**src/hw/rtl/mpc_pkg.sv**
```systemverilog
// ----------------------------------------------------------------------------
// mpc_pkg - shared types and constants of the perceptron classifier
// field widths, config register indexes, datapath opcodes and status bundle
// ----------------------------------------------------------------------------
package mpc_pkg;

  localparam int FEAT_W = 16;
  localparam int WGT_W  = 32;
  localparam int PROD_W = 48;
  localparam int SUM_W  = 48;
  localparam int LR_W   = 16;
  localparam int CC_W   = 5;
  localparam int AC_W   = 4;
  localparam int LBL_W  = 4;
  localparam int PC_W   = 4;
  localparam int STEPM_W = 33;
  localparam int DELTA_W = 25;

  localparam int CFG_AW = 2;
  localparam int CFG_DW = 16;

  localparam logic [CFG_AW-1:0] REG_LEARNING_RATE = 2'd0;
  localparam logic [CFG_AW-1:0] REG_CLASS_COUNT   = 2'd1;
  localparam logic [CFG_AW-1:0] REG_ACTIVE_CLASS  = 2'd2;

  localparam logic [LR_W-1:0] LR_RESET = 16'd655;
  localparam logic [CC_W-1:0] CC_RESET = 5'd2;
  localparam logic [AC_W-1:0] AC_RESET = 4'd0;

  typedef enum logic [3:0] {
    OP_NONE,
    OP_CLEAR,
    OP_CAPTURE,
    OP_MUL,
    OP_ACC,
    OP_AM_INIT,
    OP_AM_STEP,
    OP_UPD_INIT,
    OP_UPD_MUL,
    OP_UPD_RND,
    OP_UPD_WR,
    OP_OUT
  } op_t;

  typedef struct packed {
    op_t  op;
    logic rd_sweep;
  } cmd_t;

  typedef struct packed {
    logic clr_last;
    logic am_done;
    logic upd_needed;
    logic upd_last;
    logic out_free;
    logic last_beat;
  } stat_t;

  // add a product (Q24.24) floored to Q24.16 into a saturating 48-bit sum
  function automatic logic signed [SUM_W-1:0] sum_sat(input logic signed [SUM_W-1:0] s,
                                                      input logic signed [PROD_W-1:0] p);
    logic signed [SUM_W:0] t;
    t = {s[SUM_W-1], s} + {{9{p[PROD_W-1]}}, p[PROD_W-1:8]};
    if (t[SUM_W] != t[SUM_W-1]) begin
      sum_sat = t[SUM_W] ? {1'b1, {(SUM_W-1){1'b0}}} : {1'b0, {(SUM_W-1){1'b1}}};
    end else begin
      sum_sat = t[SUM_W-1:0];
    end
  endfunction

endpackage

```
**src/hw/rtl/mpc_ctrl.sv**
```systemverilog
// ----------------------------------------------------------------------------
// mpc_ctrl - sequencer of the perceptron classifier
// walks clear, mac, argmax, update and output phases, issuing opcodes
// ----------------------------------------------------------------------------
module mpc_ctrl import mpc_pkg::*; (
  input  logic  clk,
  input  logic  rst_n,
  input  logic  in_valid,
  output logic  in_ready,
  input  stat_t stat,
  output cmd_t  cmd
);

  typedef enum logic [3:0] {
    S_CLEAR,
    S_IDLE,
    S_MUL,
    S_ACC,
    S_AM_INIT,
    S_AM,
    S_UPD_INIT,
    S_UPD_RD,
    S_UPD_MUL,
    S_UPD_RND,
    S_UPD_WR,
    S_OUT
  } state_t;

  state_t state_r;
  state_t state_nxt;

  always_comb begin
    state_nxt    = state_r;
    cmd.op       = OP_NONE;
    cmd.rd_sweep = 1'b0;
    unique case (state_r)
      S_CLEAR: begin
        cmd.op = OP_CLEAR;
        if (stat.clr_last) begin
          state_nxt = S_IDLE;
        end
      end
      S_IDLE: begin
        if (in_valid) begin
          cmd.op    = OP_CAPTURE;
          state_nxt = S_MUL;
        end
      end
      S_MUL: begin
        cmd.op    = OP_MUL;
        state_nxt = S_ACC;
      end
      S_ACC: begin
        cmd.op    = OP_ACC;
        state_nxt = stat.last_beat ? S_AM_INIT : S_IDLE;
      end
      S_AM_INIT: begin
        cmd.op    = OP_AM_INIT;
        state_nxt = S_AM;
      end
      S_AM: begin
        if (!stat.am_done) begin
          cmd.op = OP_AM_STEP;
        end else begin
          state_nxt = stat.upd_needed ? S_UPD_INIT : S_OUT;
        end
      end
      S_UPD_INIT: begin
        cmd.op    = OP_UPD_INIT;
        state_nxt = S_UPD_RD;
      end
      S_UPD_RD: begin
        cmd.rd_sweep = 1'b1;
        state_nxt    = S_UPD_MUL;
      end
      S_UPD_MUL: begin
        cmd.op       = OP_UPD_MUL;
        cmd.rd_sweep = 1'b1;
        state_nxt    = S_UPD_RND;
      end
      S_UPD_RND: begin
        cmd.op       = OP_UPD_RND;
        cmd.rd_sweep = 1'b1;
        state_nxt    = S_UPD_WR;
      end
      S_UPD_WR: begin
        cmd.op       = OP_UPD_WR;
        cmd.rd_sweep = 1'b1;
        state_nxt    = stat.upd_last ? S_OUT : S_UPD_RD;
      end
      S_OUT: begin
        if (stat.out_free) begin
          cmd.op    = OP_OUT;
          state_nxt = S_IDLE;
        end
      end
      default: state_nxt = S_IDLE;
    endcase
  end

  always_ff @(posedge clk) begin
    if (!rst_n) begin
      state_r <= S_CLEAR;
    end else begin
      state_r <= state_nxt;
    end
  end

  assign in_ready = (state_r == S_IDLE);

endmodule

```
**config.mk**
```make
export PLATFORM = sky130hd
export DESIGN_NAME = mpc_ctrl
export DESIGN_NICKNAME = d
export VERILOG_FILES = /design/src/hw/rtl/mpc_pkg.sv /design/src/hw/rtl/mpc_ctrl.sv
export SDC_FILE = /design/constraint.sdc
export NUM_CORES = 1
export LEC_CHECK = 0
export ABC_AREA = 0
export BUFFER_PORTS_ARGS = -buffer_cell sky130_fd_sc_hd__buf_4
export CORE_AREA = 2 2 39 41
export DETAILED_ROUTE_END_ITERATION = 16
export DIE_AREA = 0 0 41 43
export GPL_TIMING_DRIVEN = 0
export PLACE_DENSITY = 0.54
export SETUP_SLACK_MARGIN = 0.4
export SLEW_MARGIN = 25
export SYNTH_ARGS = -nofsm -noshare
export SYNTH_HDL_FRONTEND = slang
export SYNTH_SLANG_ARGS = --single-unit
```
**constraint.sdc**
```tcl
create_clock -name clk -period 1.45 [get_ports clk]
set_clock_uncertainty 0.05 [all_clocks]
set_input_delay 0.0725 -clock clk [delete_from_list [all_inputs] [get_ports clk]]
set_output_delay 0.0725 -clock clk [all_outputs]
set_load 0.01 [all_outputs]
```
## After elaboration in Yosys (flattened, before gate mapping)

Cells that the tools add are included.

| storage, ports and cells | value |
|---|---|
| logic and storage cells | 32 |
| input bits | 9 |
| bits in registers | 4 |
| output and inout port bits | 6 |

| operators by class | value |
|---|---|
| equal/unequal tests | 15 |
| muxes and demuxes | 13 |
| reductions and logical operators | 3 |

Operator list:

| cell | count |
|---|---|
| $pmux W4 S12 | 1 |
| $pmux W4 S11 | 1 |
| $mux W4 | 7 |
| $eq A4 B3 Y1 const B | 4 |
| $eq A4 B4 Y1 const B | 4 |
| $eq A4 B2 Y1 const B | 2 |
| $ne A2 B2 Y1 const B | 4 |
| $mux W3 | 2 |
| $eq A4 B1 Y1 const B | 1 |
| $logic_not A4 Y1 | 1 |
| $reduce_and A4 Y1 | 1 |
| $reduce_or A4 Y1 | 1 |
| $mux W2 | 1 |
| $mux W1 | 1 |

## Longest topological paths before layout

| logic depth | value |
|---|---|
| depth after elaboration | 3 |
| mapped depth | 5 |
| mapped depth without buffers | 4 |

## Least setup slack after synthesis

No wires, ideal clock.

| path | value |
|---|---|
| path type | register -> output |
| from | register state_r[1] |
| to | output cmd[2] in the netlist's numbering |
| slack | 0.285 ns |
| buffers on the path | 2 |
| stages on the path, launching flop included | 6 |
| required time | 1.327 ns |
| arrival | 1.042 ns |
| cell sequence | dfxtp_1 -> buf_2 -> buf_2 -> nor2_1 -> a31oi_1 -> o22ai_1 |

RTL lines:

| element | RTL line | source |
|---|---|---|
| from (decl) | mpc_ctrl.sv:29 | `state_t state_r;` |
| from (signal assigned) | mpc_ctrl.sv:105 | `state_r <= state_nxt;` |
| to (decl) | mpc_ctrl.sv:11 | `output cmd_t cmd` |

==> out/metrics.csv <==
stage,metric,value,unit
final_layout,top_register,state_r,
sta,slew_headroom,0.830,
sta,setup_tns,0,ps
placement,post-dp-hpwl,945,um
route,ant_nets,0,
sta,fin_crit_sh,0.951,
route,top_layer_used,met4,
route,wl_met3,66,um
synth,avgSynthCellArea,6.62,um2
critical_path,cpLargestDelayFamily,buffers and inverters,
critical_path,r2r_cells,5,
clock_tree,clock_latency,240,ps
synth,ys_types,31,
final_layout,syn_to_final_growth,94.4,%
placement,pre_cts_ws,119,ps
final_layout,diodes,0,
final_layout,reg.largest.list,state_r (4),
route,viasPerCell,5.40,
global_route,grt_usage,0.196,
final_layout,largest_reg_flops,4,
synth,syn_area,450,um2
worst_hold_path,hold_path_class,input pin to register,
critical_path,crit_path_end,cmd[2],
route,dr.first_iter.drc_count,10,
die,ios,15,
clock_tree,clock_path_buffers,2,
route,wl_met2,751,um
placement,placed_area,632,um2
critical_path,worstPathMaxFanout,7,
route,met1_length,700,um
power,leakagePower,0.348,nW
final_layout,fin_nets,108,
clock_tree,cts-root-buf,clkbuf_4,
critical_path,reg2reg_from,state_r[0],
power,combPwrFrac,0.391,
critical_path,crit_start,state_r[0],
global_route,grt_first_pass_wirelength,2370,um
critical_path,max_stage_delay,340,ps
critical_path,critical_path_class,register to primary output,
die,core,1380,um2
critical_path,cp.arrival,1260,ps
critical_path,start_kind,register,
critical_path,rr_endpoint,state_r[2],
power,swShare,0.282,
die,die_h,43,um
final_layout,layout_commonest_cell,buf_4,
sta,finalSetupViolations,0,
route,drc_errors,0,
die,die_x,41,um
sta,layout_setup_ws,70.4,ps
die,die_area,1760,um2
synth,synth-seq-cells,4,
power,switchingPower,0.117,mW
route,first_pass_iters,4,
clock_tree,htreeDepth,1,
die,start_util,0.325,
critical_path,worstSetupEndpointType,primary output,
clock_tree,tritoncts,built,
global_route,antenna_found_initial,0,
critical_path,crit_path_top_delay_cell,dfxtp_2,
sta,rsz0062_at_grt,true,
final_layout,layout_common_cells,"23 x buf_4, 7 x buf_6, 6 x nor2b_1",
final_layout,drive_above_1_share,0.608,
power,internal_power,0.298,mW
synth,synth_top_area_share,0.178,
final_layout,fillerInstances,132,
route,routed_wl,1530,um
power,cellPowerDensity,474,nW/um2
sta,period_minus_slack,1380,ps
clock_tree,cts.clk_slew.worst_paths,40,ps
critical_path,r2r_slack,130,ps
synth,yosys_warnings,0,
clock_tree,cts.sinks,4,
power,power.share.clock,0.330,
clock_tree,cts_buffers,3,
sta,final_hold_viol_count,0,
synth,synthTopCellsByArea,"dfxtp_1 18%, nor2b_1 8.3%, buf_2 7.8%, nand2_1 5.8%, nor2_1 5.8%",
sta,max_freq,725,MHz
power,ir_worst_vdd,0.195,mV
run,max_cap_violations,0,
global_route,grt_max_degree,11,
synth,synth_top_area_cell,dfxtp_1,
final_layout,ff_latch_area,86.3,um2
status,status,completed,
placement,gp_congestion,0.773,
power,pwr-share-seq,0.279,
sta,worstMarginPinSlew,253,ps
route,wl_per_cell,13.5,um
critical_path,crit_chain,"buf_6, buf_8, nand2_4, a32oi_2, o22ai_2, buf_4",
global_route,grt_remaining_overflow,0,
synth,syn_inst,68,
sta,maxSlewViolCount,0,
final_layout,multi_input_area,443,um2
route,via_count,610,
synth,syn_nets,77,
global_route,grt_pass1_vias,569,
die,num_rows,14,
critical_path,worstPathRequired,1330,ps
critical_path,cp.depth,6,
synth,ys_seq_area_frac,0.178,
critical_path,crit_buf_inv,3,
final_layout,final_area,876,um2
placement,port_buffers,14,
==> worst min-delay path by stage <==
stage,from,endpoint,slack (ps),cells past startpoint
3_3_place_gp,rst_n,state_r[0],290,2
4_1_cts,rst_n,state_r[0],40,2
5_1_grt,rst_n,state_r[0],40,2
6_report,rst_n,state_r[0],40,2
3_5_place_dp,rst_n,state_r[0],290,2
2_1_floorplan,rst_n,state_r[0],170,1
==> Yosys cell counts <==
master	number
nand2_1	7
inv_2	1
a21boi_0	1
a31oi_1	1
o31ai_2	1
nor3b_1	1
nand3_1	1
nor2_1	7
o2bb2ai_1	1
o21ai_1	4
o22a_1	1
o22ai_1	1
o211ai_1	1
a2bb2oi_1	1
a32oi_1	1
and2_1	1
and3_1	1
o21a_1	1
nand3b_1	2
buf_2	7
inv_1	1
o21bai_1	1
o21ai_0	4
a211oi_1	1
nand4_1	1
a21oi_1	3
a21oi_2	1
nor3_1	3
a2111oi_2	1
nor2b_1	6
dfxtp_1	4
==> area by class of cell <==
cell class                      count  share of cell area
Multi-Input combinational cell     55               0.506
Timing Repair Buffer               26               0.236
Tap cell                           16              0.0229
Clock buffer                        3              0.0257
Buffer                              7               0.103
Sequential cell                     4              0.0986
Inverter                            2             0.00857
==> cell families after synthesis <==
group                  share of synthesized area
AO/OA/AOI/OAI                              0.392
buffers and inverters                     0.0944
AND/OR/NAND/NOR                            0.336
flip-flops                                 0.178
==> repair_timing <==
action	in CTS	in global routing
gates cloned	1	0
setup endpoints to repair	10	10
buffers inserted	10	1
gates resized for setup	17	14
pin swaps	3	11
hold buffers	0	0
==> power by group through the flow <==
| stage | Combinational (mW) | Clock [mW] | Sequential [mW] |
|---|---|---|---|
| 6_report | 0.162 | 0.137 | 0.116 |
| 5_1_grt | 0.174 | 0.152 | 0.116 |
| 4_1_cts | 0.141 | 0.141 | 0.118 |
| 3_5_place_dp | 0.106 | 0 | 0.120 |
| 3_3_place_gp | 0.108 | 0 | 0.119 |
| 2_1_floorplan | 0.0635 | 0 | 0.118 |
==> stage by stage <==
| stage | utilization | hold slack (ps) | power [mW] | instances |
|---|---|---|---|---|
| after global placement | 0.457 | 286 | 0.228 | 98 |
| after detailed placement | 0.457 | 288 | 0.226 | 98 |
| after floorplan | - | 168 | 0.182 | 68 |
| after global routing | 0.633 | 41.3 | 0.443 | 113 |
| after CTS | 0.580 | 42.3 | 0.400 | 112 |
| final | 0.633 | 42.6 | 0.416 | 113 |
==> routing by layer <==
layer  global-route usage  vias up
met4               0.0800        0
met1                0.252      285
li1                     -      307
met2                0.319       16
met3               0.0157        2
met5                    0        -
==> worst reg2reg max path, stage by stage (launching register included) <==
cell and delay, ps:
dfxtp_2 330, buf_6 130, buf_4 160, o31ai_2 170, a21oi_1 100, a2111oi_2 280
Power figures use the tool's default switching activity.
